==> src/rtl/core/lapedge_pkg.sv <==
`timescale 1ns / 1ps
// ----------------------------------------------------------------------------
// lapedge_pkg
// Shared widths, register indexes and the front-to-back queue entry of the
// 3x3 Laplacian edge detector.
// ----------------------------------------------------------------------------
package lapedge_pkg;

  localparam int LUMA_W  = 8;
  localparam int COORD_W = 10;
  localparam int SCORE_W = 12;
  localparam int CFG_W   = 11;
  localparam int SUM_W   = 11;

  // Configuration register indexes
  typedef logic [0:0] cfg_index_t;
  localparam cfg_index_t CFG_IMAGE_WIDTH    = 1'b0;
  localparam cfg_index_t CFG_EDGE_THRESHOLD = 1'b1;

  localparam logic [CFG_W-1:0] IMAGE_WIDTH_RST    = 11'd640;
  localparam logic [CFG_W-1:0] EDGE_THRESHOLD_RST = 11'd76;

  // Front-to-back queue
  localparam int Q_DEPTH = 2;
  localparam int Q_AW    = $clog2(Q_DEPTH);
  localparam int Q_CW    = $clog2(Q_DEPTH + 1);

  typedef struct packed {
    logic [LUMA_W-1:0]  luma;
    logic [LUMA_W-1:0]  top;
    logic [LUMA_W-1:0]  mid;
    logic               judge;
    logic [COORD_W-1:0] centre_col;
    logic [COORD_W-1:0] centre_row;
  } q_entry_t;

endpackage

==> src/rtl/core/lapedge_queue.sv <==
`timescale 1ns / 1ps
// ----------------------------------------------------------------------------
// lapedge_queue
// Short register FIFO that decouples pixel intake from window arithmetic.
// ----------------------------------------------------------------------------
module lapedge_queue (
  input  logic                  clk,
  input  logic                  rst_n,
  input  logic                  push_valid,
  output logic                  push_ready,
  input  lapedge_pkg::q_entry_t push_data,
  output logic                  pop_valid,
  input  logic                  pop_ready,
  output lapedge_pkg::q_entry_t pop_data
);
  import lapedge_pkg::*;

  q_entry_t         mem_r [Q_DEPTH];
  logic [Q_AW-1:0]  wr_ptr_r, wr_ptr_nxt, rd_ptr_r, rd_ptr_nxt;
  logic [Q_CW-1:0]  count_r, count_nxt;
  logic             do_push, do_pop;

  assign push_ready = count_r != Q_CW'(Q_DEPTH);
  assign pop_valid  = count_r != '0;
  assign do_push    = push_valid && push_ready;
  assign do_pop     = pop_valid && pop_ready;
  assign pop_data   = mem_r[rd_ptr_r];

  always_comb begin
    wr_ptr_nxt = wr_ptr_r;
    rd_ptr_nxt = rd_ptr_r;
    count_nxt  = count_r;
    if (do_push) begin
      wr_ptr_nxt = (wr_ptr_r == Q_AW'(Q_DEPTH - 1)) ? '0 : wr_ptr_r + Q_AW'(1);
    end
    if (do_pop) begin
      rd_ptr_nxt = (rd_ptr_r == Q_AW'(Q_DEPTH - 1)) ? '0 : rd_ptr_r + Q_AW'(1);
    end
    if (do_push && !do_pop) begin
      count_nxt = count_r + Q_CW'(1);
    end else if (do_pop && !do_push) begin
      count_nxt = count_r - Q_CW'(1);
    end
  end

  always_ff @(posedge clk) begin
    if (!rst_n) begin
      wr_ptr_r <= '0;
      rd_ptr_r <= '0;
      count_r  <= '0;
    end else begin
      wr_ptr_r <= wr_ptr_nxt;
      rd_ptr_r <= rd_ptr_nxt;
      count_r  <= count_nxt;
    end
  end

  always_ff @(posedge clk) begin
    if (do_push) begin
      mem_r[wr_ptr_r] <= push_data;
    end
  end

`ifndef SYNTHESIS
  a_count_bound: assert property (@(posedge clk) disable iff (!rst_n)
    count_r <= Q_CW'(Q_DEPTH))
    else $error("queue fill count beyond depth");
`endif

endmodule

==> config.mk <==
export PLATFORM = sky130hd
export DESIGN_NAME = lapedge_queue
export DESIGN_NICKNAME = d
export VERILOG_FILES = /design/src/rtl/core/lapedge_pkg.sv /design/src/rtl/core/lapedge_queue.sv
export SDC_FILE = /design/constraint.sdc
export NUM_CORES = 1
export LEC_CHECK = 0
export ABC_AREA = 1
export BUFFER_PORTS_ARGS = -buffer_cell sky130_fd_sc_hd__buf_2
export CAP_MARGIN = 20
export CELL_PAD_IN_SITES_DETAIL_PLACEMENT = 1
export CELL_PAD_IN_SITES_GLOBAL_PLACEMENT = 2
export CORE_ASPECT_RATIO = 0.5
export CORE_MARGIN = 8
export CORE_UTILIZATION = 43
export CTS_BUF_LIST = sky130_fd_sc_hd__clkbuf_4
export CTS_CLUSTER_DIAMETER = 80
export DETAILED_ROUTE_END_ITERATION = 16
export MAX_ROUTING_LAYER = met4
export PLACE_DENSITY_LB_ADDON = 0.1
export RECOVER_POWER = 25
export SLEW_MARGIN = 20
export SYNTH_ARGS = -nofsm -noshare
export SYNTH_HDL_FRONTEND = slang
export SYNTH_SLANG_ARGS = --single-unit
==> constraint.sdc <==
create_clock -name clk -period 5.51 [get_ports clk]
set_clock_uncertainty 0.1 [all_clocks]
set_input_delay 0.551 -clock clk [delete_from_list [all_inputs] [get_ports clk]]
set_output_delay 0.551 -clock clk [all_outputs]
set_load 0.05 [all_outputs]
==> results.json, run 1 <==
{
  "status": "complete, no violations",
  "final_common_cell": "sky130_fd_sc_hd__edfxtp_1",
  "path_class": "flop to output pin",
  "gp_congestion": 0.676,
  "flow.area_growth_from_synthesis_pct": 20.0,
  "antenna_found_initial": 0,
  "die_width_um": 147,
  "seq_cells_post_synth": 95,
  "rsz0062_at_grt": "false",
  "tns_ps": 0,
  "synthesis.nets": 227,
  "worstRegToRegCells": 5,
  "final-setup-viol-count": 0,
  "r2r-end": "mem_r[0][1]",
  "worst-endpoint-arrival_ps": 2040,
  "endpoint_kind": "output pin",
  "dr.first_iter.drc_count": 78,
  "kind_of_cell_adding_the_most_delay_to_the_critical_path": "buffers and inverters",
  "grt_first_pass_wirelength_mm": 10.6,
  "firstDrtPassIters": 4,
  "cts_hold_repair.buffers": 0,
  "slew-limit-headroom_pct": 46.2,
  "clk-insertion-delay-late_ps": 430,
  "hold_path_end": "mem_r[0][14]",
  "first_global_vias": 2140,
  "path_clk_slew_ps": 140,
  "clkSinkCount": 95,
  "timing.hold.worst_path_depth": 1,
  "syn_avg_cell_area_um2": 20.9,
  "groute.usage.overall_pct": 12.2,
  "critPathBufInv": 2,
  "cts_tree": "built",
  "timing_max_transition_violations_final": 0,
  "timing.critical_path.from_type": "flop",
  "groute.layer.met2.usage_pct": 21.6,
  "gr-max-usage-layer": "met2",
  "clk_root_buffer_cell": "sky130_fd_sc_hd__clkbuf_4",
  "numCtsBuffers": 9,
  "maxCapViolations": 0,
  "nFillCells": 848,
  "crit_required_ps": 4860,
  "routed_via_density": 4.63,
  "worstMarginPinSlew_ps": 806,
  "synthDistinctLibCells": 15,
  "ir_drop_mv": 0.195,
  "rr_startpoint": "count_r[0]",
  "number_of_warnings_reported_in_the_yosys_synthesis_log": 0,
  "final_layout_size_suffix_gt1_share_pct": 52.8,
  "dpl.hpwl_mm": 4.72,
  "most-common-layout-cells": "sky130_fd_sc_hd__edfxtp_1, sky130_fd_sc_hd__buf_2, sky130_fd_sc_hd__mux2_4",
  "start_util_pct": 43.3,
  "grt_use_met1_pct": 11.6,
  "die_extent_in_y_um": 81.5,
  "htree_levels": 3,
  "finalInstanceArea_um2": 4430,
  "synthCells": 177,
  "num-nets-final": 331,
  "gr-total-overflow": 0,
  "worst_path_max_delay_cell": "sky130_fd_sc_hd__buf_4",
  "max_clock_freq_mhz": 372,
  "drt_wl_total_mm": 6.88,
  "floorplan.core_area_um2": 8530,
  "worst-r2r-setup-slack_ps": 3670,
  "grtUsageMet3_pct": 5.72,
  "worst_hold_path_type": "input pin to flop",
  "dpl-instance-area_um2": 4260,
  "post_cts_setup_buffer_count": 0,
  "routed-via-count": 1870,
  "netlist_area_um2": 3690,
  "ys_seq_area_share_pct": 75.9,
  "row_count": 24,
  "worstPathMaxFanout": 45,
  "timing_hold_violations_final": 0,
  "worst_hold_startpoint": "push_data[14]",
  "powerDensity_nw_per_um2": 501,
  "cts_resized": 0,
  "final_min_period_over_clock_period_pct": 48.8,
  "critical_path.cell_chain": "buf_4 -> mux2_2 -> buf_2",
  "drtAntennaViolNets": 0,
  "hold_slack_ps": 196,
  "grt_max_degree": 46,
  "post-route-util_pct": 52.0,
  "finalCriticalPeriod_ps": 2690,
  "boundaryPins": 96,
  "placedCellCount": 387,
  "buffer_ports.inserted": 95,
  "layout.cells.non_filler": 404,
  "p_leak_nw": 1.74,
  "clockBufferDepth": 2,
  "critical_path.max_stage_delay_ps": 630,
  "routed_wire_length_per_instance_um": 17.0,
  "remaining_drcs": 0,
  "die_area_um2": 12000
}
[worst max-delay path by stage]
stage	start	end	slack, ps	cells past startpoint
after floorplan	count_r[0]	mem_r[0][0]	2100	4
after global placement	flop	pop_data[24]	3290	3
after detailed placement	flop	pop_data[25]	3260	3
after CTS	flop	pop_data[29]	2750	3
after global routing	flop	pop_data[31]	2680	3
final	flop	pop_data[30]	2820	3
[per-stage QoR]
stage,total power [mW],worst slack (ps)
global placement,1.79,3290
floorplan,1.66,2100
detailed placement,1.81,3260
CTS,2.26,2750
finish,2.22,2820
global route,2.32,2680
[layout make-up]
type | instances | area (µm²) | share of cell area (%)
Antenna cell | 1 | 2.50 | 0.0565
Tap cell | 117 | 146 | 3.30
Timing Repair Buffer | 98 | 487 | 11.0
Inverter | 8 | 30.0 | 0.678
Multi-Input combinational cell | 69 | 782 | 17.7
Clock buffer | 9 | 67.6 | 1.52
Sequential cell | 95 | 2800 | 63.3
Clock inverter | 7 | 111 | 2.51
[cell families (layout without fill, tap and decap cells)]
family / after synthesis / in the layout / synth area share (%)
buffers and inverters: 13 / 122 / 3.29
multiplexers: 45 / 45 / 17.8
adder cells (fa/ha/maj): 1 / 1 / 0.339
AND/OR/NAND/NOR: 19 / 19 / 2.03
flip-flops: 95 / 95 / 75.9
AO/OA/AOI/OAI: 4 / 4 / 0.610
other: 0 / 1 / 0
[cell usage after synthesis (all sizes together)]
library cell  number  share of area (%)
nand3              1               0.14
edfxtp            90                 73
mux2              45                 18
buf                5                2.5
ha                 1               0.34
nand2              9               0.92
o21ai              2               0.27
a21oi              1               0.14
inv                8               0.81
dfxtp              5                2.7
nand4              1               0.17
nor2               8               0.81
o21a               1               0.20
[worst reg2reg max path, cell delays in order, from the launching register on]
cell	delay, ps
sky130_fd_sc_hd__dfxtp_1	380
sky130_fd_sc_hd__inv_1	100
sky130_fd_sc_hd__nand2_1	80
sky130_fd_sc_hd__nand2_1	160
sky130_fd_sc_hd__nor2_4	110
sky130_fd_sc_hd__buf_4	510
[flip-flops by register name (all words and copies together) (netlist names), named ones only]
name,count
rd_ptr_r,1
mem_r,90
wr_ptr_r,1
count_r,2
[per-layer routing]
layer  up-vias  part of all wire, %
met5         -                    0
met4         0                  1.5
met3         9                  7.7
met2        53                   53
met1       930                   38
li1        878                    -
[report_power, final]
part | total [mW] | internal [mW] | switching [mW] | leakage, nW
Clock | 0.443 | 0.227 | 0.216 | 0.0950
Combinational | 0.834 | 0.253 | 0.581 | 0.760
Sequential | 0.943 | 0.913 | 0.0302 | 0.881
No activity file was read; power rests on OpenSTA's default activity.
==> inputs of run 2 (changes only) <==
- CORE_UTILIZATION: 43 -> 40
- clock period: 5.51 -> 2.7 ns (I/O delays scaled with it)
==> results.json, run 2 (synthesis gave the netlist of run 1 again) <==
{
  "status": "complete, no violations",
  "maxCapViolations": 0,
  "clk-insertion-delay-late_ps": 420,
  "slew-limit-headroom_pct": 56.2,
  "flow.area_growth_from_synthesis_pct": 31.8,
  "finalInstanceArea_um2": 4860,
  "post_cts_setup_buffer_count": 0,
  "critical_path.cell_chain": "buf_12 -> mux2_2 -> buf_2",
  "endpoint_kind": "output pin",
  "power_mw": 4.44,
  "met1_length_mm": 3.04,
  "worstRegToRegCells": 5,
  "final_layout_size_suffix_gt1_share_pct": 41.3,
  "met2WireLength_mm": 3.94,
  "clk_root_buffer_cell": "sky130_fd_sc_hd__clkbuf_4",
  "die_extent_in_y_um": 83.9,
  "num-nets-final": 377,
  "route.met3.wl_um": 367,
  "dpl_worst_slack_ps": 701,
  "r2r-end": "mem_r[1][9]",
  "final_common_cell": "sky130_fd_sc_hd__edfxtp_1",
  "boundaryPins": 96,
  "path_clk_slew_ps": 130,
  "regMostFlops": "mem_r",
  "ir_drop_mv": 0.415,
  "routed-via-count": 2036,
  "timing_hold_violations_final": 0,
  "grt_first_pass_wirelength_mm": 12.1,
  "tns_ps": 0,
  "numCtsBuffers": 9,
  "finalCriticalPeriod_ps": 2190,
  "gr-total-overflow": 0,
  "layout_top_registers": "mem_r: 90 flops, count_r: 2 flops",
  "crit_required_ps": 2330,
  "cts_resized": 0,
  "firstDrtPassIters": 4,
  "rr_startpoint": "count_r[0]",
  "dpl-instance-area_um2": 4300,
  "nFillCells": 867,
  "top_layer": "met4",
  "timing_max_transition_violations_final": 0,
  "rsz0062_at_grt": "false",
  "routed_via_density": 4.53,
  "groute.usage.overall_pct": 12.3,
  "worst-endpoint-arrival_ps": 1820,
  "kind_of_cell_adding_the_most_delay_to_the_critical_path": "buffers and inverters",
  "grt_max_degree": 42,
  "worst_path_max_delay_cell": "sky130_fd_sc_hd__dfxtp_2",
  "critPathBufInv": 2,
  "clkSinkCount": 95,
  "gp_congestion": 0.664,
  "drtAntennaViolNets": 0,
  "die_width_um": 152,
  "floorplan.core_area_um2": 8830,
  "worstMarginPinSlew_ps": 656,
  "row_count": 24,
  "worst-r2r-setup-slack_ps": 710,
  "timing.hold.worst_path_depth": 4,
  "worst_hold_path_type": "input pin to flop",
  "powerDensity_nw_per_um2": 913,
  "antenna_found_initial": 0,
  "remaining_drcs": 0,
  "dr.first_iter.drc_count": 77,
  "htree_levels": 3,
  "buffer_ports.inserted": 95,
  "path_class": "flop to output pin",
  "clockBufferDepth": 2,
  "cts_tree": "built",
  "flip_flop_count_of_the_largest_register_after_layout": 90,
  "drt_wl_total_mm": 7.42,
  "worstPathMaxFanout": 41,
  "critical_path.max_stage_delay_ps": 460,
  "first_global_vias": 2403,
  "diodes": 0,
  "final-setup-viol-count": 0,
  "start_util_pct": 41.8,
  "max_clock_freq_mhz": 457,
  "post-route-worst-setup-slack_ps": 514,
  "worst_hold_startpoint": "pop_ready",
  "final_min_period_over_clock_period_pct": 81.0,
  "die_area_um2": 12700,
  "timing.critical_path.from_type": "flop",
  "p_leak_nw": 1.88,
  "most-common-layout-cells": "sky130_fd_sc_hd__edfxtp_1, sky130_fd_sc_hd__buf_2, sky130_fd_sc_hd__dlygate4sd3_1",
  "routed_wire_length_per_instance_um": 16.5,
  "dpl.hpwl_mm": 5.17
}
==> run 2: final cells by class <==
| class | count | area [µm²] | area share [%] |
|---|---|---|---|
| Inverter | 8 | 30.0 | 0.617 |
| Tap cell | 117 | 146 | 3.01 |
| Multi-Input combinational cell | 69 | 782 | 16.1 |
| Timing Repair Buffer | 144 | 966 | 19.9 |
| Clock buffer | 10 | 75.1 | 1.54 |
| Clock inverter | 6 | 60.1 | 1.23 |
| Sequential cell | 95 | 2800 | 57.7 |
==> run 2: worst register-to-register path: cells and delay by family, from the launching register on <==
family / cells / cell delay (ps)
buffers and inverters: 2 / 370
flip-flops: 1 / 400
AND/OR/NAND/NOR: 3 / 810
==> run 2: what timing repair did <==
action	4_1_cts	5_1_grt
setup endpoints to repair	0	0
endpoints found under the hold margin	95	0
hold buffers	46	0
==> run 2: worst max path at each step <==
stage	cells after the start	slack, ps	end	start
after floorplan	4	-710	mem_r[0][0]	count_r[0]
after global placement	5	810	mem_r[0][2]	count_r[0]
after detailed placement	5	700	mem_r[1][2]	count_r[0]
after CTS	3	470	pop_data[29]	flop
after global routing	3	420	pop_data[29]	flop
final	3	510	pop_data[30]	flop
==> run 2: power by group <==
part | total [mW] | internal, mW | leakage [nW] | switching [mW]
Combinational | 1.77 | 0.578 | 0.921 | 1.19
Sequential | 1.94 | 1.86 | 0.881 | 0.0747
Clock | 0.735 | 0.291 | 0.0742 | 0.444
==> run 2: per-layer routing <==
| layer | vias up | global-route usage, % |
|---|---|---|
| li1 | 974 | - |
| met1 | 997 | 13.1 |
| met2 | 58 | 21.5 |
| met3 | 7 | 4.12 |
| met4 | 0 | 4.10 |
| met5 | - | - |
==> run 2: per-stage QoR <==
step,utilization (%),std cells,hold WS (ps)
2_1_floorplan,-,177,269
5_1_grt,55.1,449,205
4_1_cts,55.4,449,159
3_5_place_dp,48.7,387,362
6_report,55.1,449,187
3_3_place_gp,48.7,387,359
