===== src/rtl/core/lapedge_pkg.sv =====
`timescale 1ns / 1ps
// ----------------------------------------------------------------------------
// lapedge_pkg
// Shared widths, register indexes and the front-to-back queue entry of the
// 3x3 Laplacian edge detector.
// ----------------------------------------------------------------------------
package lapedge_pkg;

  localparam int LUMA_W  = 8;
  localparam int COORD_W = 10;
  localparam int SCORE_W = 12;
  localparam int CFG_W   = 11;
  localparam int SUM_W   = 11;

  // Configuration register indexes
  typedef logic [0:0] cfg_index_t;
  localparam cfg_index_t CFG_IMAGE_WIDTH    = 1'b0;
  localparam cfg_index_t CFG_EDGE_THRESHOLD = 1'b1;

  localparam logic [CFG_W-1:0] IMAGE_WIDTH_RST    = 11'd640;
  localparam logic [CFG_W-1:0] EDGE_THRESHOLD_RST = 11'd76;

  // Front-to-back queue
  localparam int Q_DEPTH = 2;
  localparam int Q_AW    = $clog2(Q_DEPTH);
  localparam int Q_CW    = $clog2(Q_DEPTH + 1);

  typedef struct packed {
    logic [LUMA_W-1:0]  luma;
    logic [LUMA_W-1:0]  top;
    logic [LUMA_W-1:0]  mid;
    logic               judge;
    logic [COORD_W-1:0] centre_col;
    logic [COORD_W-1:0] centre_row;
  } q_entry_t;

endpackage


===== src/rtl/core/lapedge_back.sv =====
`timescale 1ns / 1ps
// ----------------------------------------------------------------------------
// lapedge_back
// 3x3 window shift, Laplacian score, threshold compare and result register.
// ----------------------------------------------------------------------------
module lapedge_back (
  input  logic                            clk,
  input  logic                            rst_n,
  input  logic                            pop_valid,
  output logic                            pop_ready,
  input  lapedge_pkg::q_entry_t           pop_data,
  input  logic [lapedge_pkg::CFG_W-1:0]   edge_threshold,
  output logic                            out_valid,
  input  logic                            out_ready,
  output logic                            out_edge,
  output logic [lapedge_pkg::SCORE_W-1:0] out_score,
  output logic [lapedge_pkg::COORD_W-1:0] out_col,
  output logic [lapedge_pkg::COORD_W-1:0] out_row
);
  import lapedge_pkg::*;

  // Window columns: [0..2] oldest column top/mid/bottom, [3..5] newer column
  logic [LUMA_W-1:0]  win_r [6];
  logic [SUM_W-1:0]   neigh;
  logic [SCORE_W-1:0] score_c;
  logic               do_pop, b1_adv, b2_free;
  logic               b1_valid_r, b1_valid_nxt;
  logic [SCORE_W-1:0] b1_score_r;
  logic [COORD_W-1:0] b1_col_r, b1_row_r;
  logic               out_valid_r, out_valid_nxt;
  logic               out_edge_r;
  logic [SCORE_W-1:0] out_score_r;
  logic [COORD_W-1:0] out_col_r, out_row_r;

  assign b2_free   = !out_valid_r || out_ready;
  assign b1_adv    = b1_valid_r && b2_free;
  assign pop_ready = !b1_valid_r || b2_free;
  assign do_pop    = pop_valid && pop_ready;

  assign neigh = SUM_W'(win_r[0]) + SUM_W'(win_r[1]) + SUM_W'(win_r[2])
               + SUM_W'(win_r[3]) + SUM_W'(win_r[5])
               + SUM_W'(pop_data.top) + SUM_W'(pop_data.mid) + SUM_W'(pop_data.luma);
  assign score_c = {1'b0, win_r[4], 3'b000} - SCORE_W'(neigh);

  always_comb begin
    b1_valid_nxt = b1_valid_r;
    if (do_pop) begin
      b1_valid_nxt = pop_data.judge;
    end else if (b1_adv) begin
      b1_valid_nxt = 1'b0;
    end
  end

  always_comb begin
    out_valid_nxt = out_valid_r;
    if (b1_adv) begin
      out_valid_nxt = 1'b1;
    end else if (out_ready) begin
      out_valid_nxt = 1'b0;
    end
  end

  always_ff @(posedge clk) begin
    if (!rst_n) begin
      b1_valid_r  <= 1'b0;
      out_valid_r <= 1'b0;
    end else begin
      b1_valid_r  <= b1_valid_nxt;
      out_valid_r <= out_valid_nxt;
    end
  end

  // Shift the window on every pixel, judged or not
  always_ff @(posedge clk) begin
    if (do_pop) begin
      win_r[0]   <= win_r[3];
      win_r[1]   <= win_r[4];
      win_r[2]   <= win_r[5];
      win_r[3]   <= pop_data.top;
      win_r[4]   <= pop_data.mid;
      win_r[5]   <= pop_data.luma;
      b1_score_r <= score_c;
      b1_col_r   <= pop_data.centre_col;
      b1_row_r   <= pop_data.centre_row;
    end
    if (b1_adv) begin
      out_edge_r  <= $signed(b1_score_r) > $signed({1'b0, edge_threshold});
      out_score_r <= b1_score_r;
      out_col_r   <= b1_col_r;
      out_row_r   <= b1_row_r;
    end
  end

  assign out_valid = out_valid_r;
  assign out_edge  = out_edge_r;
  assign out_score = out_score_r;
  assign out_col   = out_col_r;
  assign out_row   = out_row_r;

`ifndef SYNTHESIS
  a_edge_positive: assert property (@(posedge clk) disable iff (!rst_n)
    (out_valid_r && out_edge_r) |-> !out_score_r[SCORE_W-1])
    else $error("edge flagged on a negative score");

  a_result_held: assert property (@(posedge clk) disable iff (!rst_n)
    (out_valid_r && !out_ready) |=> (out_valid_r && $stable(out_score_r)
                                     && $stable(out_edge_r)))
    else $error("stalled result changed");
`endif

endmodule


===== config.mk =====
export PLATFORM = sky130hd
export DESIGN_NAME = lapedge_back
export DESIGN_NICKNAME = d
export VERILOG_FILES = /design/src/rtl/core/lapedge_pkg.sv /design/src/rtl/core/lapedge_back.sv
export SDC_FILE = /design/constraint.sdc
export NUM_CORES = 1
export LEC_CHECK = 0
export BUFFER_PORTS_ARGS = -buffer_cell sky130_fd_sc_hd__clkbuf_2
export CORE_ASPECT_RATIO = 0.7
export CORE_UTILIZATION = 57
export CTS_CLUSTER_DIAMETER = 150
export DETAILED_ROUTE_END_ITERATION = 10
export PLACE_DENSITY_LB_ADDON = 0.25
export SLEW_MARGIN = 10
export SYNTH_ARGS = -nofsm -noshare
export SYNTH_HDL_FRONTEND = slang
export SYNTH_SLANG_ARGS = --single-unit

===== constraint.sdc =====
create_clock -name clk -period 5.45 [get_ports clk]
set_input_delay 1.09 -clock clk [delete_from_list [all_inputs] [get_ports clk]]
set_output_delay 1.09 -clock clk [all_outputs]
set_load 0.01 [all_outputs]

==> results of run 1 <==
==> through the flow <==
step	util	hold slack (ns)	total power [uW]	area [sq um]
after global placement	0.659	0.401	2770	6510
final	0.718	0.417	3890	7090
after floorplan	-	0.400	2630	5910
after global routing	0.718	0.417	4160	7090
after CTS	0.718	0.417	3920	7090
after detailed placement	0.659	0.405	2830	6510
==> kinds of logic (layout without fill, tap and decap cells) <==
family / count (synthesis) / count (layout) / synth area share
buffers and inverters: 126 / 250 / 0.0862
DFF: 115 / 115 / 0.581
adders and majority gates: 83 / 83 / 0.243
AOI/OAI and AO/OA: 39 / 39 / 0.0434
and+or+nand+nor: 31 / 31 / 0.0284
xor gates and xnor gates: 12 / 12 / 0.0178
==> state kept, by name (all words and copies together) (netlist names) <==
signal	count
win_r	48
b1_col_r	10
b1_score_r	12
out_score	12
out_col	10
b1_row_r	10
out_valid	1
out_row	10
out_edge	1
b1_valid_r	1
==> per-layer routing <==
layer	routed length [um]	vias up
met5	0	-
met3	658	10
met4	113	0
met1	4370	1529
li1	-	1534
met2	4150	100
==> power groups by stage <==
stage / logic (uW) / clock network [uW] / registers, uW
after floorplan: 1410 / 0 / 1230
after global placement: 1540 / 0 / 1230
after detailed placement: 1590 / 0 / 1240
after CTS: 1600 / 1100 / 1220
after global routing: 1790 / 1140 / 1230
final: 1600 / 1080 / 1220
==> layout make-up <==
class | instances | area share
Clock buffer | 17 | 0.0600
Clock inverter | 14 | 0.0215
Inverter | 124 | 0.0657
Multi-Input combinational cell | 165 | 0.278
Sequential cell | 115 | 0.485
Tap cell | 128 | 0.0226
Timing Repair Buffer | 95 | 0.0675
==> worst max-delay path, cell delays in order <==
cell      delay, ns
clkbuf_2       0.08
inv_1          0.05
fa_1           0.54
inv_1          0.06
fa_1           0.52
inv_1          0.05
fa_1           0.48
inv_1          0.05
fa_1           0.52
inv_1          0.04
ha_1           0.36
a21oi_1        0.18
o21ai_0        0.23
a211o_1        0.34
a21oi_1        0.18
xnor2_1        0.09
==> path summary, 6_finish.rpt <==
path,end,slack (ns),startpoint
setup reg to reg,b1_score_r[8]$_DFFE_PP_,1.21,win_r[5][3]$_DFFE_PP_
hold reg to reg,out_col[9]$_DFFE_PP_,0.42,b1_col_r[9]$_DFFE_PP_
setup / recovery,b1_score_r[8]$_DFFE_PP_,0.73,pop_data[24]
hold / removal,out_col[9]$_DFFE_PP_,0.42,b1_col_r[9]$_DFFE_PP_
==> layout by cell type (no fill, tap or decap), types with 2 or more instances in the layout <==
cell type and n:
a211o_1 2, a21o_1 7, a21o_2 2, a21oi_1 11, and2_4 2, bufinv_16 2
clkbuf_16 17, clkbuf_2 94, clkinv_2 2, clkinv_4 2, clkinvlp_4 4, dfxtp_1 2
edfxtp_1 113, fa_1 53, ha_1 30, inv_1 124, inv_6 4, nand2_1 10
nand3_1 5, nand4_1 2, nor2_1 4, nor2b_1 2, o21ai_0 7, xnor2_1 7
xor2_1 5
==> metrics, run 1 <==
clock-pin slew on the worst setup and hold paths roughly 0.060 ns; Top Ports 95; routed wire length 9280 um; # DRC 0; sequential area share after synthesis 0.581; Tot GR Track Use 0.194; die area 10800 sq um; post_cts resized 0; worst-path fanout max 6; Post-synth top flop edfxtp_1; Die X 124 um; synth cell count leaders inv_1, edfxtp_1, fa_1, ha_1, a21oi_1; Initial Util 0.598; H-tree Lvls 4; Clock Sinks about 120; die height 87.2 um; pin count of the biggest net entering global routing 81; GR Util met3 0.0674; fmax between 0.2 and 0.25 GHz; global-route wire length before repair 15100 um; final setup TNS 0 ns; Mapped Cells 406; final setup violation count 0; number of fill cells in the layout roughly 660; final worst-path cycle share 0.866; NumNets Final 661; Area contributors post-synth edfxtp_1, fa_1, inv_1, ha_1, xnor2_1; post-DP HPWL slightly below 7000 um; Layout area overhead 19.9%; Slew headroom 0.319; post-synthesis cell type count 36; Synth area leader edfxtp_1; ANT cells 0; pwr/cell area 549 nW/um^2; status complete, no violations; Flop pwr share 0.313; Antenna Nets Post-Route 0; global route overflow 0; skew final 0.00502 ns; Worst setup EP type register; DR WL/cell 14.1 um; Synth Register Bits between 100 and 150; Port Buffers between 90 and 100; Synthesized Nets between 500 and 600; Post-synth EDFFs 113; initial antenna violation count 0; CP required 5.60 ns; clk root buf clkbuf_16; Setup WS post-layout between 0.7 and 0.8 ns; Pint 2580 uW; Syn. warnings 0; CTS tree yes; Clock power frac 0.277; crit path kind in2reg; Mean Syn Cell Area 14.6 sq um; placed cells 627; CORE AREA 9870 sq um; TritonRoute pass-1 iters 4; Hold Crit Depth 0; global route hottest layer met2; Synth top area share 0.574; async set or reset register ratio after synthesis 0; logic gate share of total power 0.410; vias per cell 4.82; gpl congestion 0.790; post-CTS setup buffers 0; CP Data Arrival Time 4.87 ns; via count 3173; CP startpoint kind primary input; RSZ-0062 raised after global routing false; footprint of the multi-input gates 1970 sq um; hold violation count in the final report 0; Reg2Reg Depth 13; top-count cell post-synth inv_1; vias in the first global route about 3300; pre-CTS worst setup slack 0.342 ns; GRT met2 Usage 0.295; switching share of power 0.338; Slew Limit Fails 0; hold crit path type reg2reg; Post-CTS Hold Fix Bufs 0; FF+latch area between 3000 and 4000 sq um; Max IR drop VDD 416 uV; maxcap violations 0; P_sw approximately 1300 uW; met1 usage 0.259; minimum clock period 4.72 ns; drt initial violations approximately 130; TritonCTS Buffers 17; Rows 30; Pleak 0.00327 uW; clk_lat worst skew a little over 0.4 ns; Finished Layout Cells 658; Slew @ Worst Pin 1.02 ns; share of cells above drive strength 1 0.257; worst-case clock buffer depth 2; post-synthesis cell area 5910 sq um
(Power assumes the default switching activity.)
==> run 2, diff against run 1 <==
--- a/config.mk
+++ b/config.mk
@@ -5,6 +5,7 @@
 export SDC_FILE = /design/constraint.sdc
 export NUM_CORES = 1
 export LEC_CHECK = 0
+export ABC_AREA = 1
 export BUFFER_PORTS_ARGS = -buffer_cell sky130_fd_sc_hd__clkbuf_2
 export CORE_ASPECT_RATIO = 0.7
 export CORE_UTILIZATION = 57
==> metrics, run 2 <==
final worst-path cycle share 0.787 (-0.0789); global route overflow 0 (unchanged); die height 88.1 um (+1.0%); Clock power frac 0.272 (-0.005); Finished Layout Cells 733 (+11%); clk root buf clkbuf_16; CP required 5.61 ns (about the same); Slew headroom 0.311 (-0.00862); fmax 0.233 GHz (+10%); placed cells 701 (+12%); vias in the first global route 3400 (+2.9%); post_cts resized 0 (unchanged); Pint 2480 uW (-3.7%); failing checks design-rule violations; Pleak 0.00349 uW (+6.5%); Max IR drop VDD 319 uV (-23%); footprint of the multi-input gates 2030 sq um (+3.2%); TritonRoute pass-1 iters 8 (+4); switching share of power 0.376 (+0.0373); sequential area share after synthesis 0.569 (-0.0122); Antenna Nets Post-Route 0 (unchanged); Post-CTS Hold Fix Bufs 0 (unchanged); most common cell after layout, fill and taps aside inv_1; FF+latch area 3430 sq um (unchanged); Cell Area, Placed 6680 sq um (+2.6%); post-CTS setup buffers 0 (unchanged); Slew Limit Fails 0 (unchanged); Post-synth EDFFs 113 (unchanged); Synth top area share 0.562 (-0.0120); NumNets Final 731 (+11%); pwr/cell area 547 nW/um^2 (-0.34%); DR WL/cell 13.5 um (-4.0%); worst-case clock buffer depth 2 (unchanged); Die X 125 um (+1.0%); clk_lat worst skew 0.41 ns (about the same); logic gate share of total power 0.421 (+0.011); Post-synth top flop edfxtp_1; Rows 31 (+3.3%); async set or reset register ratio after synthesis 0 (unchanged); Most flops, register win_r; post-synthesis cell area 6030 sq um (+2.1%); CTS tree yes; Synth Register Bits 115 (unchanged); crit path kind in2reg; drt initial violations 198 (+55%); CP startpoint kind primary input; max FFs per register 48 (unchanged); post-synthesis cell type count 22 (-39%); hold crit path type reg2reg; Synth area leader edfxtp_1; top-count cell post-synth inv_1; via count 3443 (+8.5%); Tot GR Track Use 0.199 (+0.00504); minimum clock period 4.29 ns (-0.430 ns); CP Data Arrival Time 4.44 ns (-0.43 ns); Top Ports 95 (unchanged); H-tree Lvls 4 (unchanged); pin count of the biggest net entering global routing 48 (-41%); final core utilization 0.704 (-0.0141); Reg2Reg Depth 14 (+1); Mean Syn Cell Area 12.7 sq um (-13%); RR Endpoint b1_score_r[10]$_DFFE_PP_; die area 11000 sq um (+2.1%); end of the critical path b1_score_r[10]$_DFFE_PP_; synth cell count leaders inv_1, edfxtp_1, nand2_1, fa_1, ha_1; worst-path fanout max 4 (-2); global-route wire length before repair 16100 um (+6.4%); Worst setup EP type register; hold violation count in the final report 0 (unchanged); RSZ-0062 raised after global routing false; Clock Sinks 115 (unchanged); Initial Util 0.585 (-0.0136); Flop pwr share 0.308 (-0.005); Syn. warnings 0 (unchanged); skew final 0.0117 ns (+0.00666 ns); vias per cell 4.70 (-2.6%); final setup violation count 0 (unchanged); gpl congestion 0.832 (+5.3%); CP Launch Point pop_data[26]; final instance area 7260 sq um (+2.5%); Mapped Cells 475 (+17%); Layout area overhead 20.3%; TritonCTS Buffers 17 (unchanged); Reg2Reg Setup Slack 1.59 ns (+0.38 ns); Port Buffers 94 (unchanged); maxcap violations 0 (unchanged); number of fill cells in the layout 717 (+9.0%); # DRC 10 (+10); most frequent cells in the layout inv_1, edfxtp_1, clkbuf_2; Synthesized Nets 618 (+13%); Area contributors post-synth edfxtp_1, fa_1, inv_1, ha_1, nand2_1; routed wire length 9920 um (+6.9%); post-DP HPWL 7630 um (+10%); clock-pin slew on the worst setup and hold paths 0.05 ns (about the same); Slew @ Worst Pin 1.03 ns (+0.0106 ns); final setup TNS 0 ns (unchanged); P_sw 1490 uW (+13%); initial antenna violation count 0 (unchanged); launch point of the worst reg-to-reg path win_r[5][5]$_DFFE_PP_; CORE AREA 10300 sq um (+4.5%); status complete, but fails checks; ANT cells 0 (unchanged); share of cells above drive strength 1 0.228 (-0.0287)
run 2: metrics by stage:
step / setup slack (ns) / power, uW / hold slack (ns)
2_1_floorplan: 1.04 / 2500 / 0.400
3_3_place_gp: 0.791 / 2860 / 0.400
3_5_place_dp: 0.755 / 2890 / 0.405
4_1_cts: 1.18 / 3990 / 0.417
5_1_grt: 0.989 / 4320 / 0.423
6_report: 1.16 / 3970 / 0.416
run 2: area by class of cell:
cell class	instances	share of cell area
tap	132	0.0228
inverter	151	0.0781
timing repair buffer	95	0.0658
multi-input combinational	208	0.280
clock buffer	17	0.0586
clock inverter	15	0.0215
sequential	115	0.473
run 2: worst min path at each step:
stage	to	slack, ns	cells after the start	start
after floorplan	out_col[0]$_DFFE_PP_	0.40	0	b1_col_r[0]$_DFFE_PP_
after global placement	out_col[7]$_DFFE_PP_	0.40	0	b1_col_r[7]$_DFFE_PP_
after detailed placement	out_col[7]$_DFFE_PP_	0.40	0	b1_col_r[7]$_DFFE_PP_
after CTS	out_col[9]$_DFFE_PP_	0.42	0	b1_col_r[9]$_DFFE_PP_
after global routing	out_row[1]$_DFFE_PP_	0.42	0	b1_row_r[1]$_DFFE_PP_
final	out_col[9]$_DFFE_PP_	0.42	0	b1_col_r[9]$_DFFE_PP_
run 2: cells by family after synthesis:
| kind of cell | share of synthesized area |
|---|---|
| compound gates | 0.0141 |
| xor+xnor | 0.0129 |
| fa+ha+maj | 0.238 |
| buf+inv | 0.0958 |
| flops | 0.569 |
| simple gates | 0.0703 |
run 2: power by group through the flow:
stage / combinational [uW] / sequential, uW / clock, uW
after global routing: 1950 / 1230 / 1140
after detailed placement: 1650 / 1240 / 0
after floorplan: 1280 / 1220 / 0
final: 1670 / 1220 / 1080
after global placement: 1630 / 1240 / 0
after CTS: 1670 / 1220 / 1100
run 2: per-layer routing:
| metal | wire [um] | global-route usage | up-vias |
|---|---|---|---|
| met2 | 4370 | 0.296 | 90 |
| met1 | 4740 | 0.271 | 1643 |
| met5 | 0 | 0 | - |
| li1 | - | - | 1699 |
| met4 | 94 | 0.0599 | 0 |
| met3 | 719 | 0.0825 | 11 |
run 2: worst max-delay path, cell delays in order:
cell and delay [ns]:
clkbuf_2 0.10, fa_1 0.53, inv_1 0.06, fa_1 0.51, fa_1 0.55, inv_1 0.05
fa_1 0.53, inv_1 0.04, ha_1 0.35, a21oi_2 0.23, nand2_1 0.11, nand2_1 0.10
nand3_1 0.07, nand2_1 0.06, nand2_1 0.06
==> run 3, diff against run 2 <==
==> constraint.sdc (replaced) <==
create_clock -name clk -period 4.4 [get_ports clk]
set_input_delay 0.88 -clock clk [delete_from_list [all_inputs] [get_ports clk]]
set_output_delay 0.88 -clock clk [all_outputs]
set_load 0.01 [all_outputs]
==> metrics, run 3 (synthesis gave the netlist of run 2 again) <==
share of cells above drive strength 1 0.234 (+0.00598); Top Ports 95 (unchanged); TritonRoute pass-1 iters 8 (unchanged); hold crit path type reg2reg; Slew @ Worst Pin 1.04 ns (+0.0120 ns); skew final 0.00548 ns (-0.00620 ns); status complete, but fails checks; clk_lat worst skew 0.41 ns (about the same); Die X 125 um (unchanged); Layout area overhead 21.5%; critical path cell sequence clkbuf_2, inv_1, fa_1, inv_1, fa_1, inv_1, fa_1, inv_1, fa_1, inv_1, ha_1, nand2_1, nand2_1, o21bai_2, nand2_1, nand2_1, nand2_1, nand2_1; total power 5160 uW (+30%); CP startpoint kind primary input; most common cell after layout, fill and taps aside inv_1; Rows 31 (unchanged); RSZ-0062 raised after global routing false; Slew Limit Fails 0 (unchanged); CP max-delay cell fa_1; global-route wire length before repair 17000 um (+6.0%); clock-pin slew on the worst setup and hold paths 0.06 ns (about the same); fmax 0.242 GHz; NumNets Final 737 (+0.82%); H-tree Lvls 4 (unchanged); Worst setup EP type register; Tot GR Track Use 0.213 (+0.0134); post-DP HPWL 7770 um (+1.8%); CP Data Arrival Time 4.29 ns (-0.15 ns); initial antenna violation count 0 (unchanged); DR WL/cell 14.2 um (+5.1%); worst-case clock buffer depth 2 (unchanged); final setup violation count 0 (unchanged); Max IR drop VDD 490 uV (+54%); # DRC 10 (unchanged); Slew headroom 0.303 (-0.00799); worst-path fanout max 4 (unchanged); minimum clock period 4.13 ns; post-CTS setup buffers 0 (unchanged); maxcap violations 0 (unchanged); CTS tree yes; Pleak 0.00353 uW (+1.2%); hold_ws 0.419 ns (+0.00313 ns); Finished Layout Cells 739 (+0.82%); hold violation count in the final report 0 (unchanged); die area 11000 sq um (unchanged); Critical Path Most Common Cell nand2_1; CP required 4.56 ns (-1.05 ns); most frequent cells in the layout inv_1, edfxtp_1, clkbuf_2; via count 3470 (+0.78%); CP max stage delay 0.54 ns (about the same); TritonCTS Buffers 17 (unchanged); ANT cells 0 (unchanged); failing checks design-rule violations; routed wire length 10500 um (+6.0%); Most flops, register win_r; Clock Sinks 115 (unchanged); footprint of the multi-input gates 2030 sq um (unchanged); Initial Util 0.585 (unchanged); vias in the first global route 3475 (+2.2%); Port Buffers 94 (unchanged); clk root buf clkbuf_16; global route overflow 0 (unchanged); gpl congestion 0.854 (+2.6%); number of fill cells in the layout 731 (+2.0%); Post-CTS Hold Fix Bufs 0 (unchanged); die height 88.1 um (unchanged); FF+latch area 3430 sq um (unchanged); crit path kind in2reg; vias per cell 4.70 (about the same); max FFs per register 48 (unchanged); pin count of the biggest net entering global routing 43 (-10%); final worst-path cycle share 0.938; Antenna Nets Post-Route 0 (unchanged); pwr/cell area 703 nW/um^2 (+28%); drt initial violations 122 (-38%); post_cts resized 0 (unchanged); placed cells 707 (+0.86%); CORE AREA 10300 sq um (unchanged)
## run 3: changes by cell type in the layout (fill, tap and decap cells not counted)
cell,previous run,this run
buf_4,1,7
clkinv_2,3,1
bufinv_16,2,3
clkbuf_1,0,1
clkinvlp_4,5,4
inv_6,3,4
## run 3: final timing paths
check                                            from                 endpoint  slack [ns]  cells past startpoint
worst max register to register  win_r[5][3]$_DFFE_PP_  b1_score_r[8]$_DFFE_PP_        0.49                     15
worst min-delay path            b1_col_r[6]$_DFFE_PP_     out_col[6]$_DFFE_PP_        0.42                      0
worst max-delay path                     pop_data[24]  b1_score_r[8]$_DFFE_PP_        0.27                     18
worst min register to register  b1_col_r[6]$_DFFE_PP_     out_col[6]$_DFFE_PP_        0.42                      0
## run 3: cell type report
cell class	instances	area share
repair buffers	101	0.0714
clock buffers	18	0.0586
multi-input cells	208	0.278
clock inverters	14	0.0242
well taps	132	0.0225
flip-flops and latches	115	0.468
inverters	151	0.0773
## run 3: routing by layer
layer  global-route usage  share of wire
met4               0.0776         0.0092
met5                    0              0
met1                0.291           0.46
met3               0.0574          0.059
met2                0.333           0.47
## run 3: power breakdown
| group | switching, uW | internal, uW |
|---|---|---|
| clock network | 508 | 897 |
| logic | 1350 | 891 |
| registers | 61.2 | 1450 |
## run 3: critical path, delay by kind of cell
kind,cells,cell delay (ns)
adders and majority gates,5,2.36
and+or+nand+nor,6,0.45
buffers and inverters,6,0.39
AOI/OAI and AO/OA,1,0.22
## run 3: stage by stage
stage | worst slack [ns] | cell area (sq um) | utilization | TNS (ns)
2_1_floorplan | 0.202 | 6030 | - | 0
3_3_place_gp | -0.0403 | 6720 | 0.652 | -0.126
3_5_place_dp | -0.123 | 6720 | 0.652 | -0.478
4_1_cts | 0.280 | 7330 | 0.710 | 0
5_1_grt | 0.0687 | 7330 | 0.710 | 0
6_report | 0.273 | 7330 | 0.710 | 0
